$ cat config.mk
export PLATFORM = sky130hd
export DESIGN_NAME = visca_command_encoder
export DESIGN_NICKNAME = d
export VERILOG_FILES = /design/src/design/vce_pkg.sv /design/src/design/vce_front.sv /design/src/design/vce_queue.sv /design/src/design/vce_back.sv /design/src/design/visca_command_encoder.sv
export SDC_FILE = /design/constraint.sdc
export NUM_CORES = 1
export LEC_CHECK = 0
export BUFFER_PORTS_ARGS = -buffer_cell sky130_fd_sc_hd__buf_2
export CAP_MARGIN = 20
export CORE_ASPECT_RATIO = 0.6
export CORE_MARGIN = 1.5
export CORE_UTILIZATION = 50
export DETAILED_ROUTE_END_ITERATION = 8
export GPL_ROUTABILITY_DRIVEN = 1
export PLACE_DENSITY = 0.76
export SKIP_CTS_REPAIR_TIMING = 1
export SLEW_MARGIN = 20
export SYNTH_ARGS = -nofsm -noshare
export SYNTH_HDL_FRONTEND = slang
export SYNTH_SLANG_ARGS = --single-unit
$ cat constraint.sdc
create_clock -name i_clk -period 13.4 [get_ports i_clk]
set_input_delay 0.67 -clock i_clk [delete_from_list [all_inputs] [get_ports i_clk]]
set_output_delay 0.67 -clock i_clk [all_outputs]
set_load 0.05 [all_outputs]
$ cat src/design/vce_pkg.sv
package vce_pkg;

    localparam int FRAME_MAX = 15;
    localparam int IDX_W = $clog2(FRAME_MAX);
    localparam int QUEUE_DEPTH = 2;
    localparam int QPTR_W = $clog2(QUEUE_DEPTH);
    localparam int QCNT_W = $clog2(QUEUE_DEPTH + 1);

    localparam logic [3:0] CMD_ABS_MOVE   = 4'd0;
    localparam logic [3:0] CMD_REL_MOVE   = 4'd1;
    localparam logic [3:0] CMD_HOME       = 4'd2;
    localparam logic [3:0] CMD_ZOOM_DIR   = 4'd3;
    localparam logic [3:0] CMD_PRESET     = 4'd4;
    localparam logic [3:0] CMD_CONT_MOVE  = 4'd5;
    localparam logic [3:0] CMD_CONT_ZOOM  = 4'd6;
    localparam logic [3:0] CMD_FOCUS      = 4'd7;
    localparam logic [3:0] CMD_POS_INQ    = 4'd8;
    localparam logic [3:0] CMD_ZOOM_INQ   = 4'd9;

    localparam logic [2:0] ACT_STOP  = 3'd0;
    localparam logic [2:0] ACT_UP    = 3'd1;
    localparam logic [2:0] ACT_DOWN  = 3'd2;
    localparam logic [2:0] ACT_LEFT  = 3'd3;
    localparam logic [2:0] ACT_RIGHT = 3'd4;

    localparam logic [2:0] ACT_ZOOM_STOP = 3'd0;
    localparam logic [2:0] ACT_ZOOM_IN   = 3'd1;

    localparam logic [2:0] ACT_FOCUS_MANUAL = 3'd1;
    localparam logic [2:0] ACT_FOCUS_NEAR   = 3'd2;
    localparam logic [2:0] ACT_FOCUS_FAR    = 3'd3;
    localparam logic [2:0] ACT_FOCUS_STOP   = 3'd4;

    localparam logic [2:0] ACT_PRESET_SET   = 3'd1;
    localparam logic [2:0] ACT_PRESET_CLEAR = 3'd2;

    localparam logic [7:0] BYTE_HEAD = 8'h81;
    localparam logic [7:0] BYTE_TERM = 8'hFF;

    localparam logic signed [15:0] PAN_MIN  = -16'sh0990;
    localparam logic signed [15:0] PAN_MAX  = 16'sh0990;
    localparam logic signed [15:0] TILT_MIN = -16'sh01B0;
    localparam logic signed [15:0] TILT_MAX = 16'sh0510;
    localparam logic signed [15:0] ZOOM_MIN = 16'sh0000;
    localparam logic signed [15:0] ZOOM_MAX = 16'sh4000;
    localparam logic [7:0] PRESET_MAX = 8'd254;

    localparam logic [4:0] PAN_SPEED_MAX  = 5'd24;
    localparam logic [4:0] TILT_SPEED_MAX = 5'd20;

    localparam logic REG_PAN_SPEED  = 1'b0;
    localparam logic REG_TILT_SPEED = 1'b1;

    typedef struct packed {
        logic [FRAME_MAX-1:0][7:0] bytes;
        logic [IDX_W-1:0]          last;
        logic                      rej;
    } t_frame;

endpackage

$ cat src/design/vce_front.sv
module vce_front (
    input  logic [3:0]         i_cmd,
    input  logic [2:0]         i_action,
    input  logic signed [15:0] i_pan_target,
    input  logic signed [15:0] i_tilt_target,
    input  logic signed [15:0] i_zoom_target,
    input  logic [7:0]         i_preset_number,
    input  logic [4:0]         i_pan_speed,
    input  logic [4:0]         i_tilt_speed,
    output logic               o_valid,
    output vce_pkg::t_frame    o_frame
);

    logic signed [15:0] pan_c;
    logic signed [15:0] tilt_c;
    logic signed [15:0] zoom_c;
    logic [7:0]         a;
    logic [7:0]         b;

    always_comb begin
        if (i_pan_target < vce_pkg::PAN_MIN) begin
            pan_c = vce_pkg::PAN_MIN;
        end else if (i_pan_target > vce_pkg::PAN_MAX) begin
            pan_c = vce_pkg::PAN_MAX;
        end else begin
            pan_c = i_pan_target;
        end
        if (i_tilt_target < vce_pkg::TILT_MIN) begin
            tilt_c = vce_pkg::TILT_MIN;
        end else if (i_tilt_target > vce_pkg::TILT_MAX) begin
            tilt_c = vce_pkg::TILT_MAX;
        end else begin
            tilt_c = i_tilt_target;
        end
        if (i_zoom_target < vce_pkg::ZOOM_MIN) begin
            zoom_c = vce_pkg::ZOOM_MIN;
        end else if (i_zoom_target > vce_pkg::ZOOM_MAX) begin
            zoom_c = vce_pkg::ZOOM_MAX;
        end else begin
            zoom_c = i_zoom_target;
        end
    end

    always_comb begin
        o_valid       = 1'b1;
        o_frame       = '0;
        o_frame.bytes[0] = vce_pkg::BYTE_HEAD;
        a = 8'h03;
        b = 8'h03;
        unique case (i_cmd) inside
            vce_pkg::CMD_ABS_MOVE, vce_pkg::CMD_REL_MOVE: begin
                o_frame.bytes[1]  = 8'h01;
                o_frame.bytes[2]  = 8'h06;
                o_frame.bytes[3]  = (i_cmd == vce_pkg::CMD_REL_MOVE) ? 8'h03 : 8'h02;
                o_frame.bytes[4]  = {3'b000, i_pan_speed};
                o_frame.bytes[5]  = {3'b000, i_tilt_speed};
                o_frame.bytes[6]  = {4'h0, pan_c[15:12]};
                o_frame.bytes[7]  = {4'h0, pan_c[11:8]};
                o_frame.bytes[8]  = {4'h0, pan_c[7:4]};
                o_frame.bytes[9]  = {4'h0, pan_c[3:0]};
                o_frame.bytes[10] = {4'h0, tilt_c[15:12]};
                o_frame.bytes[11] = {4'h0, tilt_c[11:8]};
                o_frame.bytes[12] = {4'h0, tilt_c[7:4]};
                o_frame.bytes[13] = {4'h0, tilt_c[3:0]};
                o_frame.bytes[14] = vce_pkg::BYTE_TERM;
                o_frame.last      = 4'd14;
            end
            vce_pkg::CMD_HOME: begin
                o_frame.bytes[1] = 8'h01;
                o_frame.bytes[2] = 8'h06;
                o_frame.bytes[3] = 8'h04;
                o_frame.bytes[4] = vce_pkg::BYTE_TERM;
                o_frame.last     = 4'd4;
            end
            vce_pkg::CMD_ZOOM_DIR: begin
                o_frame.bytes[1] = 8'h01;
                o_frame.bytes[2] = 8'h04;
                o_frame.bytes[3] = 8'h47;
                o_frame.bytes[4] = {4'h0, zoom_c[15:12]};
                o_frame.bytes[5] = {4'h0, zoom_c[11:8]};
                o_frame.bytes[6] = {4'h0, zoom_c[7:4]};
                o_frame.bytes[7] = {4'h0, zoom_c[3:0]};
                o_frame.bytes[8] = vce_pkg::BYTE_TERM;
                o_frame.last     = 4'd8;
            end
            vce_pkg::CMD_PRESET: begin
                if (i_preset_number > vce_pkg::PRESET_MAX) begin
                    o_frame.bytes[0] = 8'h00;
                    o_frame.last     = 4'd0;
                    o_frame.rej      = 1'b1;
                end else begin
                    o_frame.bytes[1] = 8'h01;
                    o_frame.bytes[2] = 8'h04;
                    o_frame.bytes[3] = 8'h3F;
                    o_frame.bytes[4] = (i_action == vce_pkg::ACT_PRESET_SET)   ? 8'h01 :
                                       (i_action == vce_pkg::ACT_PRESET_CLEAR) ? 8'h00 : 8'h02;
                    o_frame.bytes[5] = i_preset_number;
                    o_frame.bytes[6] = vce_pkg::BYTE_TERM;
                    o_frame.last     = 4'd6;
                end
            end
            vce_pkg::CMD_CONT_MOVE: begin
                case (i_action)
                    vce_pkg::ACT_UP: begin
                        a = 8'h03;
                        b = 8'h01;
                    end
                    vce_pkg::ACT_DOWN: begin
                        a = 8'h03;
                        b = 8'h02;
                    end
                    vce_pkg::ACT_LEFT: begin
                        a = 8'h01;
                        b = 8'h03;
                    end
                    vce_pkg::ACT_RIGHT: begin
                        a = 8'h02;
                        b = 8'h03;
                    end
                    default: begin
                        a = 8'h03;
                        b = 8'h03;
                    end
                endcase
                o_frame.bytes[1] = 8'h01;
                o_frame.bytes[2] = 8'h06;
                o_frame.bytes[3] = 8'h01;
                o_frame.bytes[4] = {3'b000, i_pan_speed};
                o_frame.bytes[5] = {3'b000, i_tilt_speed};
                o_frame.bytes[6] = a;
                o_frame.bytes[7] = b;
                o_frame.bytes[8] = vce_pkg::BYTE_TERM;
                o_frame.last     = 4'd8;
            end
            vce_pkg::CMD_CONT_ZOOM: begin
                o_frame.bytes[1] = 8'h01;
                o_frame.bytes[2] = 8'h04;
                o_frame.bytes[3] = 8'h07;
                o_frame.bytes[4] = (i_action == vce_pkg::ACT_ZOOM_STOP) ? 8'h00 :
                                   (i_action == vce_pkg::ACT_ZOOM_IN)   ? 8'h02 : 8'h03;
                o_frame.bytes[5] = vce_pkg::BYTE_TERM;
                o_frame.last     = 4'd5;
            end
            vce_pkg::CMD_FOCUS: begin
                case (i_action)
                    vce_pkg::ACT_FOCUS_MANUAL: begin
                        a = 8'h38;
                        b = 8'h03;
                    end
                    vce_pkg::ACT_FOCUS_NEAR: begin
                        a = 8'h08;
                        b = 8'h02;
                    end
                    vce_pkg::ACT_FOCUS_FAR: begin
                        a = 8'h08;
                        b = 8'h03;
                    end
                    vce_pkg::ACT_FOCUS_STOP: begin
                        a = 8'h08;
                        b = 8'h00;
                    end
                    default: begin
                        a = 8'h38;
                        b = 8'h02;
                    end
                endcase
                o_frame.bytes[1] = 8'h01;
                o_frame.bytes[2] = 8'h04;
                o_frame.bytes[3] = a;
                o_frame.bytes[4] = b;
                o_frame.bytes[5] = vce_pkg::BYTE_TERM;
                o_frame.last     = 4'd5;
            end
            vce_pkg::CMD_POS_INQ: begin
                o_frame.bytes[1] = 8'h09;
                o_frame.bytes[2] = 8'h06;
                o_frame.bytes[3] = 8'h12;
                o_frame.bytes[4] = vce_pkg::BYTE_TERM;
                o_frame.last     = 4'd4;
            end
            vce_pkg::CMD_ZOOM_INQ: begin
                o_frame.bytes[1] = 8'h09;
                o_frame.bytes[2] = 8'h04;
                o_frame.bytes[3] = 8'h47;
                o_frame.bytes[4] = vce_pkg::BYTE_TERM;
                o_frame.last     = 4'd4;
            end
            default: begin
                o_valid = 1'b0;
            end
        endcase
    end

endmodule

$ cat src/design/vce_queue.sv
module vce_queue (
    input  logic            i_clk,
    input  logic            i_rst_n,
    input  logic            i_wr,
    input  vce_pkg::t_frame i_data,
    output logic            o_full,
    input  logic            i_rd,
    output logic            o_valid,
    output vce_pkg::t_frame o_data
);

    vce_pkg::t_frame                      r_mem [vce_pkg::QUEUE_DEPTH];
    logic [vce_pkg::QPTR_W-1:0]           r_wp;
    logic [vce_pkg::QPTR_W-1:0]           r_rp;
    logic [vce_pkg::QCNT_W-1:0]           r_cnt;
    logic [vce_pkg::QCNT_W-1:0]           n_cnt;

    assign o_full  = (r_cnt == vce_pkg::QCNT_W'(vce_pkg::QUEUE_DEPTH));
    assign o_valid = (r_cnt != '0);
    assign o_data  = r_mem[r_rp];

    always_comb begin
        n_cnt = r_cnt;
        if ((i_wr && !o_full) && !(i_rd && o_valid)) begin
            n_cnt = r_cnt + 1'b1;
        end else if (!(i_wr && !o_full) && (i_rd && o_valid)) begin
            n_cnt = r_cnt - 1'b1;
        end
    end

    always_ff @(posedge i_clk) begin
        if (!i_rst_n) begin
            r_wp  <= '0;
            r_rp  <= '0;
            r_cnt <= '0;
        end else begin
            r_cnt <= n_cnt;
            if (i_wr && !o_full) begin
                r_wp <= r_wp + 1'b1;
            end
            if (i_rd && o_valid) begin
                r_rp <= r_rp + 1'b1;
            end
        end
    end

    always_ff @(posedge i_clk) begin
        if (i_wr && !o_full) begin
            r_mem[r_wp] <= i_data;
        end
    end

endmodule

$ cat src/design/vce_back.sv
module vce_back (
    input  logic            i_clk,
    input  logic            i_rst_n,
    input  logic            i_q_valid,
    input  vce_pkg::t_frame i_q_data,
    output logic            o_q_rd,
    output logic            o_valid,
    input  logic            i_pop,
    output logic [7:0]      o_byte,
    output logic            o_end,
    output logic            o_rej
);

    vce_pkg::t_frame             r_desc;
    logic                        r_have;
    logic [vce_pkg::IDX_W-1:0]   r_idx;
    logic                        r_ovalid;
    logic [7:0]                  r_byte;
    logic                        r_end;
    logic                        r_rej;
    logic                        out_free;
    logic                        emit;
    logic                        is_last;

    assign out_free = !r_ovalid || i_pop;
    assign emit     = r_have && out_free;
    assign is_last  = (r_idx == r_desc.last);
    assign o_q_rd   = i_q_valid && (!r_have || (emit && is_last));

    assign o_valid = r_ovalid;
    assign o_byte  = r_byte;
    assign o_end   = r_end;
    assign o_rej   = r_rej;

    always_ff @(posedge i_clk) begin
        if (!i_rst_n) begin
            r_have   <= 1'b0;
            r_ovalid <= 1'b0;
            r_idx    <= '0;
        end else begin
            if (o_q_rd) begin
                r_have <= 1'b1;
                r_idx  <= '0;
            end else if (emit) begin
                r_have <= !is_last;
                r_idx  <= r_idx + 1'b1;
            end
            if (emit) begin
                r_ovalid <= 1'b1;
            end else if (i_pop) begin
                r_ovalid <= 1'b0;
            end
        end
    end

    always_ff @(posedge i_clk) begin
        if (o_q_rd) begin
            r_desc <= i_q_data;
        end
        if (emit) begin
            r_byte <= r_desc.bytes[r_idx];
            r_end  <= is_last;
            r_rej  <= r_desc.rej;
        end
    end

endmodule

$ cat src/design/visca_command_encoder.sv
// A taken command passes from the queue to the descriptor and output byte registers.
// Throughput: one frame byte per cycle while the receiver pops; a frame holds 1 to 15
// bytes, sent by the single byte sequencer; frames follow each other without a gap.
// A two-entry command queue lets commands be taken while an earlier frame drains.
// Synchronous active-low reset empties the queue and result stage and sets the
// pan and tilt speeds to 24 and 20.
module visca_command_encoder (
    input  logic               i_clk,
    input  logic               i_rst_n,
    input  logic               push,
    output logic               full,
    input  logic [3:0]         i_cmd,
    input  logic [2:0]         i_action,
    input  logic signed [15:0] i_pan_target,
    input  logic signed [15:0] i_tilt_target,
    input  logic signed [15:0] i_zoom_target,
    input  logic [7:0]         i_preset_number,
    output logic               empty,
    input  logic               pop,
    output logic [7:0]         o_frame_byte,
    output logic               o_frame_end,
    output logic               o_rejected,
    input  logic               psel,
    input  logic               penable,
    input  logic               pwrite,
    input  logic [2:0]         paddr,
    input  logic [31:0]        pwdata,
    output logic [31:0]        prdata,
    output logic               pready
);

    logic [4:0]      r_pan_speed;
    logic [4:0]      r_tilt_speed;
    logic [4:0]      n_pan_speed;
    logic [4:0]      n_tilt_speed;
    logic            cfg_wr;
    logic            f_valid;
    vce_pkg::t_frame f_frame;
    logic            q_full;
    logic            q_valid;
    logic            q_rd;
    vce_pkg::t_frame q_data;
    logic            b_valid;

    assign pready = 1'b1;
    assign cfg_wr = psel && penable && pwrite && pready;

    always_comb begin
        n_pan_speed  = (pwdata[4:0] > vce_pkg::PAN_SPEED_MAX)  ? vce_pkg::PAN_SPEED_MAX
                                                               : pwdata[4:0];
        n_tilt_speed = (pwdata[4:0] > vce_pkg::TILT_SPEED_MAX) ? vce_pkg::TILT_SPEED_MAX
                                                               : pwdata[4:0];
    end

    always_ff @(posedge i_clk) begin
        if (!i_rst_n) begin
            r_pan_speed  <= vce_pkg::PAN_SPEED_MAX;
            r_tilt_speed <= vce_pkg::TILT_SPEED_MAX;
        end else if (cfg_wr) begin
            if (paddr[2] == vce_pkg::REG_PAN_SPEED) begin
                r_pan_speed <= n_pan_speed;
            end else begin
                r_tilt_speed <= n_tilt_speed;
            end
        end
    end

    assign prdata = (paddr[2] == vce_pkg::REG_PAN_SPEED) ? {27'd0, r_pan_speed}
                                                         : {27'd0, r_tilt_speed};

    vce_front u_front (
        .i_cmd           (i_cmd),
        .i_action        (i_action),
        .i_pan_target    (i_pan_target),
        .i_tilt_target   (i_tilt_target),
        .i_zoom_target   (i_zoom_target),
        .i_preset_number (i_preset_number),
        .i_pan_speed     (r_pan_speed),
        .i_tilt_speed    (r_tilt_speed),
        .o_valid         (f_valid),
        .o_frame         (f_frame)
    );

    vce_queue u_queue (
        .i_clk   (i_clk),
        .i_rst_n (i_rst_n),
        .i_wr    (push && f_valid),
        .i_data  (f_frame),
        .o_full  (q_full),
        .i_rd    (q_rd),
        .o_valid (q_valid),
        .o_data  (q_data)
    );

    assign full = q_full;

    vce_back u_back (
        .i_clk     (i_clk),
        .i_rst_n   (i_rst_n),
        .i_q_valid (q_valid),
        .i_q_data  (q_data),
        .o_q_rd    (q_rd),
        .o_valid   (b_valid),
        .i_pop     (pop),
        .o_byte    (o_frame_byte),
        .o_end     (o_frame_end),
        .o_rej     (o_rejected)
    );

    assign empty = !b_valid;

    a_rej_shape: assert property (@(posedge i_clk) disable iff (!i_rst_n)
        (!empty && o_rejected) |-> (o_frame_end && o_frame_byte == 8'h00))
        else $error("reject transaction malformed");

    a_term_byte: assert property (@(posedge i_clk) disable iff (!i_rst_n)
        (!empty && o_frame_end && !o_rejected) |-> (o_frame_byte == vce_pkg::BYTE_TERM))
        else $error("frame end without terminator");

    a_speed_range: assert property (@(posedge i_clk) disable iff (!i_rst_n)
        (r_pan_speed <= vce_pkg::PAN_SPEED_MAX) && (r_tilt_speed <= vce_pkg::TILT_SPEED_MAX))
        else $error("speed register out of range");

    a_reset_empty: assert property (@(posedge i_clk)
        !i_rst_n |=> (empty && !full))
        else $error("not empty after reset");

endmodule

# Word level (Yosys, flattened, before mapping)
# Memory sizes are Yosys's and may differ from the RTL's. A register that Yosys moved wholly into a read port is not among the register bits.
# Cells that the tools add are included.
op_classes:
  n_mul: 0
  n_addsub: 5
  eq_ne: 15
  div_mod_pow: 0
  muxes: 41
  order_cmp: 10
  n_reduce_logical: 35
  bitwise_logic: 2
  n_shift: 0
ops:
  columns: ["cell", "count"]
  rows:
  - ["one-hot mux 32 bit (9 select lines)", 1]
  - ["two-way mux 16 bit", 6]
  - ["two-way mux 48 bit", 2]
  - ["one-hot mux 8 bit (4 select lines)", 2]
  - ["one-hot mux 16 bit (3 select lines)", 1]
  - ["two-way mux 8 bit", 5]
  - ["binary-select mux 8 bit (select 4 bit)", 1]
  - ["one-hot mux 4 bit (5 select lines)", 1]
  - ["== test 4 x 3 -> 1 bit, second input constant", 4]
  - ["greater-than comparator 16 x 12 -> 1 bit, second input constant", 1]
  - ["greater-than comparator 16 x 13 -> 1 bit, second input constant", 1]
  - ["greater-than comparator 16 bit, second input constant", 1]
  - ["less-than comparator 16 x 1 -> 1 bit, second input constant", 1]
  - ["less-than comparator 16 x 10 -> 1 bit, second input constant", 1]
  - ["less-than comparator 16 x 13 -> 1 bit, second input constant", 1]
  - ["two-way mux 5 bit", 3]
  - ["one-hot mux 2 bit (2 select lines)", 3]
  - ["two-way mux 1 bit", 11]
  - ["greater-than comparator 5 bit, second input constant", 2]
  - ["logical AND 1 bit", 10]
  - ["OR reduction 10 bit", 1]
  - ["OR reduction 2 bit", 5]
  - ["OR reduction 3 bit", 3]
  - ["== test 4 x 2 -> 1 bit, second input constant", 2]
  - ["other kinds (23)", 39]
totals:
  latch_bits: 0
  ramBits: 250
  register_bits: 30
  wordCells: 120
  rom_bits: 0
  memories: 1
  out_inout_bits: 45
memory_table:
  columns: ["memory", "depth", "width", "read_ports", "rd_clocked_by_memory_dff", "wr", "line_no", "text"]
  rows:
  - ["u_queue.r_mem", 2, 125, 1, 1, 1, "vce_queue.sv:12", "vce_pkg::t_frame r_mem [vce_pkg::QUEUE_DEPTH];"]

# Logic depth before layout (Yosys ltp)
# Gate-level depths: netlist of run 1.
depth:
  ltp_word: 10
  mapped_depth: 10
  ltp_nobuf: 9

# Hierarchy
# A second synthesis of run 1 with hierarchy kept.
unflattened:
  cells_unflattened: 1047
  area_unflattened_um2: 17354.1
modules_own_cells:
  columns: ["mod", "seq_area_each_um2", "n_inst", "cells_per_inst", "area_each_um2"]
  rows:
  - ["vce_queue", 7607.3, 1, 414, 9452.8]
  - ["vce_back", 4174.0, 1, 266, 5407.7]
  - ["vce_front", 0.0, 1, 281, 1796.7]
  - ["visca_command_encoder", 200.2, 1, 86, 696.9]

# Worst setup path after synthesis of run 1
# Ideal clock, no wire load.
synth_path:
  path_type: "reg-to-reg"
  startpoint: "reg u_back.r_idx[1] in the netlist's numbering"
  endpoint: "reg u_queue.r_cnt[1] in the netlist's numbering"
  period_less_slack_ns: 4.950
  setup_ns: 0.076
  path_stages_with_launch: 10
  slack_ns: 8.450
  t_arrival_ns: 4.874
  required_ns: 13.324
  cell_sequence: "dfxtp_1 -> buf_2 -> xor2_1 -> nor4_4 -> a21oi_1 -> nor2_1 -> inv_1 -> ha_1 -> or3_1 -> a21boi_0"
synth_between:
  elab_chain_len: 8
  word_cells_on_any_way: 10
  cone_classes: "1 x eq/ne; 1 x mux; 8 x reduce/logical"
synth_lines:
  columns: ["item", "line_no", "text"]
  rows:
  - ["from (decl)", "vce_back.sv:16", "logic [vce_pkg::IDX_W-1:0] r_idx;"]
  - ["from (signal assigned)", "vce_back.sv:46", "r_idx <= r_idx + 1'b1;"]
  - ["== test 4 bit *", "vce_back.sv:27", "assign is_last = (r_idx == r_desc.last);"]
  - ["net u_back.is_last", "vce_back.sv:23", "logic is_last;"]
  - ["logical AND 1 bit *", "vce_back.sv:28", "assign o_q_rd = i_q_valid && (!r_have || (emit && is_last));"]
  - ["logical OR 1 bit *", "vce_back.sv:28", null]
  - ["logical AND 1 bit *", "vce_back.sv:28", null]
  - ["net q_rd", "visca_command_encoder.sv:41", "logic q_rd;"]
  - ["logical AND 1 bit *", "vce_queue.sv:24, vce_queue.sv:26", null]
  - ["zero test 1 bit", "vce_queue.sv:24", "if ((i_wr && !o_full) && !(i_rd && o_valid)) begin"]
  - ["logical AND 1 bit", "vce_queue.sv:24", null]
  - ["two-way mux 2 bit or nonzero test 2 bit (tied branches)", null, null]
  - ["to (signal assigned)", "vce_queue.sv:37", "r_cnt <= n_cnt;"]
  - ["to (decl)", "vce_queue.sv:15", "logic [vce_pkg::QCNT_W-1:0] r_cnt;"]
# Mark *: on every way through the listed nets, which the timed path passes. The rest lies on a longest branch.
# A chain may end at the register's enable or synchronous reset.

# Worst setup path after layout of run 1
layout_path:
  startpoint: "reg u_back.r_idx[0] in the netlist's numbering"
  endpoint: "reg u_queue.r_cnt[1] in the netlist's numbering"
# Same word-level chain as after synthesis.

==> flow_metrics.py, run 1 <==
metrics = {
    "job": {
        "reported_max_cap_violation_count": 0,
    },
    "yosys": {
        "syn_inst": 713,
        "synth_cell_types": 61,
        "synth_top_cell_by_area": "sky130_fd_sc_hd__edfxtp_1",
        "synth_enable_flop_cells": 205,
        "yosys.area.top_type_share": 0.621,
        "synth_warnings": 0,
        "ys_top_cells_by_area": "sky130_fd_sc_hd__edfxtp_1, sky130_fd_sc_hd__mux2_2, sky130_fd_sc_hd__dfxtp_1",
        "yosysMostFrequentCell": "sky130_fd_sc_hd__edfxtp_1",
        "ffs_latches_synth": 225,
        "synth_commonest_cells": "sky130_fd_sc_hd__edfxtp_1, sky130_fd_sc_hd__mux2_2, sky130_fd_sc_hd__nand2_1, sky130_fd_sc_hd__nor2_1, sky130_fd_sc_hd__buf_4",
        "syn_avg_cell_area_sq_um": 13.9,
        "ys_seq_area_frac": 0.662,
        "synth-async-reset-ratio": 0,
        "synth_flop_cell": "sky130_fd_sc_hd__edfxtp_1",
        "post_synth_instance_area_sq_mm": 0.00991,
    },
    "layout": {
        "final.fill_count": 1579,
        "drive_gt1_frac": 0.270,
        "area_growth_syn_to_layout_pct": 12.6,
        "final_net_count": 906,
        "finalCoreUtilization": 0.581,
        "antenna-diode-count": 0,
    },
    "floorplan": {
        "core_area_sq_mm": 0.0192,
        "rows": 39,
        "floorplan.initialDensity": 0.515,
        "die_x_um": 185,
        "floorplan.io_pins": 150,
        "fp.dieH_um": 112,
        "dieArea_sq_mm": 0.0207,
    },
    "power_and_ir_drop": {
        "power_switching_share": 0.289,
        "worst_ir_drop_vdd_v": 0.000114,
        "pwr-share-clk": 0.281,
        "power.density_cell_area_mw_per_mm2": 179,
        "p_total_w": 0.00199,
        "combinational_power_share": 0.226,
        "cellLeakagePower_nw": 4.00,
        "share_seq_of_total_power": 0.493,
        "internal-power_w": 0.00142,
        "power_dissipated_by_switching_net_loads_w": 0.000577,
    },
    "cts": {
        "cts-htree-levels": 1,
        "cts_root_buffer": "sky130_fd_sc_hd__clkbuf_16",
        "clock_sink_count": 225,
        "tritoncts": "built",
        "inserted_clock_buffers": 21,
        "cts_buffer_depth": 3,
        "worst_skew_pair.late_latency_ns": 0.50,
        "cts.clk_slew.worst_paths_ns": 0.07,
    },
    "drt": {
        "detailroute.via_count": 5981,
        "vias_per_inst": 5.54,
        "drtIter0Drc": 502,
        "final_antenna_net_count": 0,
        "wl_per_cell_um": 18.6,
        "drt_first_pass_iters": 5,
        "route.detailed.drc": 0,
        "sum_of_routed_wire_length_over_all_layers_mm": 20.1,
    },
    "timing": {
        "rsz0062_at_grt": "false",
        "final.period_utilization": 0.249,
        "fmax_ghz": 0.300,
        "finalClockSkew_ns": 0.0169,
        "layout_min_cycle_time_ns": 3.34,
        "report.final.setup_viol": 0,
        "slew_violations": 0,
        "setup_total_negative_slack_ns": 0,
        "final_hold_vios": 0,
        "slew_at_the_pin_closest_to_its_max_slew_limit_ns": 1.16,
        "timing.slew.headroom": 0.221,
    },
    "setup_path": {
        "cp-end-kind": "flip-flop",
        "startpoint_type": "flip-flop",
        "critical_path_required_ns": 13.83,
        "worst-setup-path-type": "flip-flop to flip-flop",
        "worstPathArrival_ns": 3.76,
        "crit_path_max_fanout": 66,
    },
    "global_route": {
        "initial_antenna_violation_count": 1,
        "global_route.usage.total": 0.195,
        "grt_pass1_wl_mm": 30.4,
        "first_global_vias": 5388,
        "grt.overflow.total": 0,
        "largest_net_degree_at_the_start_of_global_routing": 68,
    },
    "place": {
        "io_buffers": 92,
        "place.detailed.hpwl_mm": 13.1,
        "final_estimated_routing_congestion_in_global_placement": 0.884,
    },
    "worst_hold_path": {
        "worst_hold_path_type": "flip-flop to flip-flop",
    },
    "outcome": {
        "status": "finished, final reports clean",
    },
}
power by group through the flow:
stage / combinational (W) / clock, W / sequential [W]
detailed placement: 0.000451 / 0 / 0.000999
floorplan: 0.000309 / 0 / 0.00103
finish: 0.000451 / 0.000560 / 0.000984
global route: 0.000485 / 0.000598 / 0.000995
global placement: 0.000444 / 0 / 0.000994
CTS: 0.000454 / 0.000568 / 0.000985
through the flow:
stage          hold slack (ns)  instance area (sq um)  setup WS, ns  cells
2_1_floorplan            0.400                  10000          8.45    739
5_1_grt                  0.424                  11200          9.84   1080
4_1_cts                  0.408                  11200         10.06   1080
6_report                 0.422                  11200         10.06   1080
3_5_place_dp             0.407                  10500         10.06   1042
3_3_place_gp             0.406                  10500         10.15   1042
routing by layer:
layer	vias up	GRT usage	share of wire
li1	2812	-	-
met1	2924	0.326	0.50
met2	220	0.258	0.40
met3	25	0.0432	0.081
met4	0	0.0336	0.013
met5	-	0	0
area by class of cell:
type / count / area, sq um / share of cell area
inverters: 19 / 71.3 / 0.00639
well taps: 266 / 333 / 0.0298
repair buffers: 98 / 505 / 0.0453
clock inverters: 7 / 46.3 / 0.00415
flip-flops and latches: 225 / 6560 / 0.588
clock buffers: 31 / 593 / 0.0531
multi-input cells: 434 / 3050 / 0.274
registers in the layout, indices dropped and copies added, names as in the netlist, 2 cells and up:
name,flops
u_queue.r_mem,130
u_back.r_desc,65
u_back.o_byte,8
r_pan_speed,5
r_tilt_speed,5
u_back.r_idx,4
u_queue.r_cnt,2
worst paths after layout:
check                                  end                         start  depth (start not counted)  slack (ns)
min reg2reg         u_back.o_rej$_DFFE_PP_    u_back.r_desc[0]$_DFFE_PP_                          0        0.42
min                 u_back.o_rej$_DFFE_PP_    u_back.r_desc[0]$_DFFE_PP_                          0        0.42
max reg2reg  u_queue.r_cnt[1]$_SDFFE_PN0P_  u_back.r_idx[0]$_SDFFE_PP0P_                         10       10.06
max          u_queue.r_cnt[1]$_SDFFE_PN0P_  u_back.r_idx[0]$_SDFFE_PP0P_                         10       10.06
logic make-up after synthesis:
| group | count (synthesis) | synth area share |
|---|---|---|
| buf+inv | 80 | 0.0429 |
| xor+xnor | 12 | 0.0106 |
| other cells | 2 | 0.000758 |
| compound gates | 126 | 0.0850 |
| simple gates | 178 | 0.0921 |
| mux | 88 | 0.104 |
| fa+ha+maj | 2 | 0.00253 |
| flops | 225 | 0.662 |
critical path, stage by stage (launching register included):
cell	delay, ns
sky130_fd_sc_hd__dfxtp_1	0.31
sky130_fd_sc_hd__buf_4	0.38
sky130_fd_sc_hd__xor2_1	0.17
sky130_fd_sc_hd__nor4_4	0.35
sky130_fd_sc_hd__a21oi_1	0.20
sky130_fd_sc_hd__nor2_4	0.10
sky130_fd_sc_hd__buf_4	0.65
sky130_fd_sc_hd__inv_1	0.12
sky130_fd_sc_hd__ha_1	0.38
sky130_fd_sc_hd__or3_1	0.35
sky130_fd_sc_hd__a21boi_0	0.18
layout by cell type (no fill, tap or decap), types with 4 or more instances in the layout:
master	n
sky130_fd_sc_hd__buf_2	92
sky130_fd_sc_hd__nor2_1	38
sky130_fd_sc_hd__and2_1	14
sky130_fd_sc_hd__nor3_1	8
sky130_fd_sc_hd__a31oi_1	4
sky130_fd_sc_hd__xnor2_1	5
sky130_fd_sc_hd__a21oi_1	28
sky130_fd_sc_hd__o21a_1	4
sky130_fd_sc_hd__nand4_1	7
sky130_fd_sc_hd__mux2i_1	10
sky130_fd_sc_hd__dfxtp_1	19
sky130_fd_sc_hd__a21o_1	7
sky130_fd_sc_hd__nand3_1	14
sky130_fd_sc_hd__edfxtp_1	205
sky130_fd_sc_hd__nand2b_1	10
sky130_fd_sc_hd__o22ai_1	5
sky130_fd_sc_hd__xor2_1	7
sky130_fd_sc_hd__a21boi_0	10
sky130_fd_sc_hd__conb_1	28
sky130_fd_sc_hd__nor4_1	4
sky130_fd_sc_hd__mux2_2	73
sky130_fd_sc_hd__a22o_1	4
sky130_fd_sc_hd__nor2b_1	8
sky130_fd_sc_hd__nand2_1	46
sky130_fd_sc_hd__nor3b_1	4
sky130_fd_sc_hd__buf_4	6
sky130_fd_sc_hd__inv_1	19
sky130_fd_sc_hd__clkbuf_16	21
sky130_fd_sc_hd__a221oi_1	8
sky130_fd_sc_hd__or3_1	7
sky130_fd_sc_hd__mux4_2	5
sky130_fd_sc_hd__clkbuf_1	7
sky130_fd_sc_hd__o21ai_0	28
Power figures use the tool's default switching activity.
==> run 2, diff against run 1 <==
--- a/config.mk
+++ b/config.mk
@@ -5,6 +5,7 @@
 export SDC_FILE = /design/constraint.sdc
 export NUM_CORES = 1
 export LEC_CHECK = 0
+export ABC_AREA = 1
 export BUFFER_PORTS_ARGS = -buffer_cell sky130_fd_sc_hd__buf_2
 export CAP_MARGIN = 20
 export CORE_ASPECT_RATIO = 0.6
==> constraint.sdc (replaced) <==
create_clock -name i_clk -period 3.1 [get_ports i_clk]
set_input_delay 0.155 -clock i_clk [delete_from_list [all_inputs] [get_ports i_clk]]
set_output_delay 0.155 -clock i_clk [all_outputs]
set_load 0.05 [all_outputs]
==> flow_metrics.py, run 2 <==
metrics = {
    "cts": {
        "cts_buffer_depth": 3,
        "cts.clk_slew.worst_paths_ns": 0.06,
        "worst_skew_pair.late_latency_ns": 0.49,
        "inserted_clock_buffers": 20,
        "tritoncts": "built",
        "clock_sink_count": 225,
        "cts_root_buffer": "sky130_fd_sc_hd__clkbuf_16",
        "cts-htree-levels": 1,
    },
    "drt": {
        "drt_first_pass_iters": 6,
        "drtIter0Drc": 640,
        "wl_per_cell_um": 17.1,
        "sum_of_routed_wire_length_over_all_layers_mm": 21.6,
        "route.detailed.drc": 0,
        "final_antenna_net_count": 0,
        "detailroute.via_count": 6735,
        "vias_per_inst": 5.32,
    },
    "yosys": {
        "synth_top_cell_by_area": "sky130_fd_sc_hd__edfxtp_1",
        "ffs_latches_synth": 225,
        "synth_flop_cell": "sky130_fd_sc_hd__edfxtp_1",
        "synth-async-reset-ratio": 0,
        "yosys.area.top_type_share": 0.610,
        "synth_cell_types": 40,
        "ys_top_cells_by_area": "sky130_fd_sc_hd__edfxtp_1, sky130_fd_sc_hd__mux2_2, sky130_fd_sc_hd__nand2_1",
        "synth_warnings": 0,
        "post_synth_instance_area_sq_mm": 0.0101,
        "syn_avg_cell_area_sq_um": 11.5,
        "synth_commonest_cells": "sky130_fd_sc_hd__edfxtp_1, sky130_fd_sc_hd__nand2_1, sky130_fd_sc_hd__nor2_1, sky130_fd_sc_hd__inv_1, sky130_fd_sc_hd__mux2_2",
        "ys_seq_area_frac": 0.649,
        "syn_inst": 876,
        "yosysMostFrequentCell": "sky130_fd_sc_hd__edfxtp_1",
        "synth_enable_flop_cells": 205,
    },
    "layout": {
        "most-common-layout-cells": "sky130_fd_sc_hd__edfxtp_1, sky130_fd_sc_hd__nand2_1, sky130_fd_sc_hd__buf_2",
        "area_growth_syn_to_layout_pct": 13.6,
        "registers.top_by_ff_count": "u_queue.r_mem",
        "largest_reg_flops": 130,
        "final_net_count": 1087,
        "finalCoreUtilization": 0.576,
        "post_layout_nonfiller_instances": 1267,
        "antenna-diode-count": 0,
        "drive_gt1_frac": 0.229,
        "layout_commonest_cell": "sky130_fd_sc_hd__edfxtp_1",
        "final_cell_area_excluding_filler_cells_sq_mm": 0.0115,
    },
    "place": {
        "total_instance_count_after_detailed_placement": 1225,
        "placement.cell_area_sq_mm": 0.0108,
        "final_estimated_routing_congestion_in_global_placement": 0.863,
        "place.detailed.hpwl_mm": 14.8,
        "io_buffers": 92,
    },
    "global_route": {
        "grt_pass1_wl_mm": 33.6,
        "initial_antenna_violation_count": 1,
        "largest_net_degree_at_the_start_of_global_routing": 68,
        "global_route.usage.total": 0.207,
        "grt.overflow.total": 0,
        "first_global_vias": 6291,
    },
    "floorplan": {
        "die_x_um": 186,
        "dieArea_sq_mm": 0.0211,
        "fp.dieH_um": 113,
        "core_area_sq_mm": 0.0199,
        "rows": 40,
        "floorplan.initialDensity": 0.507,
        "floorplan.io_pins": 150,
    },
    "timing": {
        "timing.slew.headroom": 0.480,
        "slew_at_the_pin_closest_to_its_max_slew_limit_ns": 0.772,
        "report.final.setup_viol": 0,
        "setup_total_negative_slack_ns": 0,
        "slew_violations": 0,
        "layout_min_cycle_time_ns": 2.37,
        "final_hold_vios": 0,
        "rsz0062_at_grt": "false",
        "finalClockSkew_ns": 0.0157,
        "final.period_utilization": 0.764,
        "fmax_ghz": 0.422,
        "finalHoldWorstSlack_ns": 0.0000153,
    },
    "setup_path": {
        "crit_end": "u_back.r_desc[79]$_DFFE_PP_",
        "critical_path.reg2reg.startpoint": "u_back.r_idx[2]$_SDFFE_PP0P_",
        "startpoint_type": "flip-flop",
        "terminus_of_the_critical_flop_to_flop_path": "u_back.r_desc[79]$_DFFE_PP_",
        "worst-setup-path-type": "flip-flop to flip-flop",
        "worstPathArrival_ns": 2.55,
        "worst_r2r_setup_slack_ns": 0.73,
        "r2r_cells": 9,
        "cp-end-kind": "flip-flop",
        "critical_path_required_ns": 3.28,
        "cp-startpoint": "u_back.r_idx[2]$_SDFFE_PP0P_",
        "crit_path_max_fanout": 26,
    },
    "power_and_ir_drop": {
        "cellLeakagePower_nw": 4.52,
        "worst_ir_drop_vdd_v": 0.000636,
        "power.density_cell_area_mw_per_mm2": 764,
    },
    "job": {
        "reported_max_cap_violation_count": 0,
    },
    "worst_hold_path": {
        "worst_hold_path_type": "primary input to flip-flop",
    },
    "outcome": {
        "status": "finished, final reports clean",
    },
}
==> run 2: cell count changes in the layout (fill, tap and decap cells not counted), sizes merged, moves of 9 or more <==
cell	previous run	this run
and2	14	0
o21ai	30	42
nor2	41	89
o211ai	2	11
mux2i	10	0
a21boi	12	0
nand2b	10	0
nand3	14	52
nand2	46	172
inv	21	75
==> run 2: stage by stage <==
step | total power, W | setup slack (ns)
after global routing | 0.00917 | 0.517
after global placement | 0.00643 | 0.845
after CTS | 0.00881 | 0.758
after detailed placement | 0.00647 | 0.782
after floorplan | 0.00583 | 0.0484
final | 0.00876 | 0.731
==> run 2: cell type report <==
type,count,area [sq um]
Fill cell,1687,8450
Sequential cell,225,6560
Multi-Input combinational cell,548,3000
Timing Repair Buffer,108,658
Clock buffer,30,589
Tap cell,273,342
Inverter,77,290
Clock inverter,6,31.3
==> run 2: cell families after synthesis <==
family,count (synthesis),synth area share
flip-flops,225,0.649
adder cells (fa/ha/maj),2,0.00248
other,2,0.000744
AND/OR/NAND/NOR,347,0.150
XOR/XNOR,3,0.00260
multiplexers,65,0.0725
buffers and inverters,129,0.0648
AO/OA/AOI/OAI,103,0.0579
==> run 2: power by group <==
part	internal [W]	total, W	switching, W
Sequential	0.00413	0.00431	0.000184
Combinational	0.000711	0.00211	0.00140
Clock	0.00132	0.00234	0.00102
Total	0.00616	0.00876	0.00260
==> run 2: worst max-delay path, stage by stage (launching register included) <==
cell,delay [ns]
sky130_fd_sc_hd__dfxtp_1,0.67
sky130_fd_sc_hd__inv_2,0.17
sky130_fd_sc_hd__nand2_1,0.09
sky130_fd_sc_hd__nand2_1,0.07
sky130_fd_sc_hd__nor2_1,0.11
sky130_fd_sc_hd__nand3_1,0.10
sky130_fd_sc_hd__nand2_1,0.15
sky130_fd_sc_hd__nand2_2,0.09
sky130_fd_sc_hd__inv_2,0.34
sky130_fd_sc_hd__buf_12,0.25
==> run 2: routing by layer <==
| layer | GRT usage | wire [um] |
|---|---|---|
| met1 | 0.316 | 10100 |
| met5 | 0 | 13 |
| met4 | 0.0430 | 401 |
| met3 | 0.0596 | 2340 |
| met2 | 0.294 | 8790 |
==> run 2: worst min-delay path by stage <==
stage	end	depth (start not counted)	start
after floorplan	r_pan_speed[3]$_SDFFE_PN1P_	2	pwdata[3]
after global placement	u_back.o_rej$_DFFE_PP_	0	u_back.r_desc[0]$_DFFE_PP_
after detailed placement	u_back.o_rej$_DFFE_PP_	0	u_back.r_desc[0]$_DFFE_PP_
after CTS	r_tilt_speed[2]$_SDFFE_PN1P_	3	pwdata[2]
after global routing	r_tilt_speed[4]$_SDFFE_PN1P_	2	i_rst_n
final	r_tilt_speed[4]$_SDFFE_PN1P_	2	i_rst_n
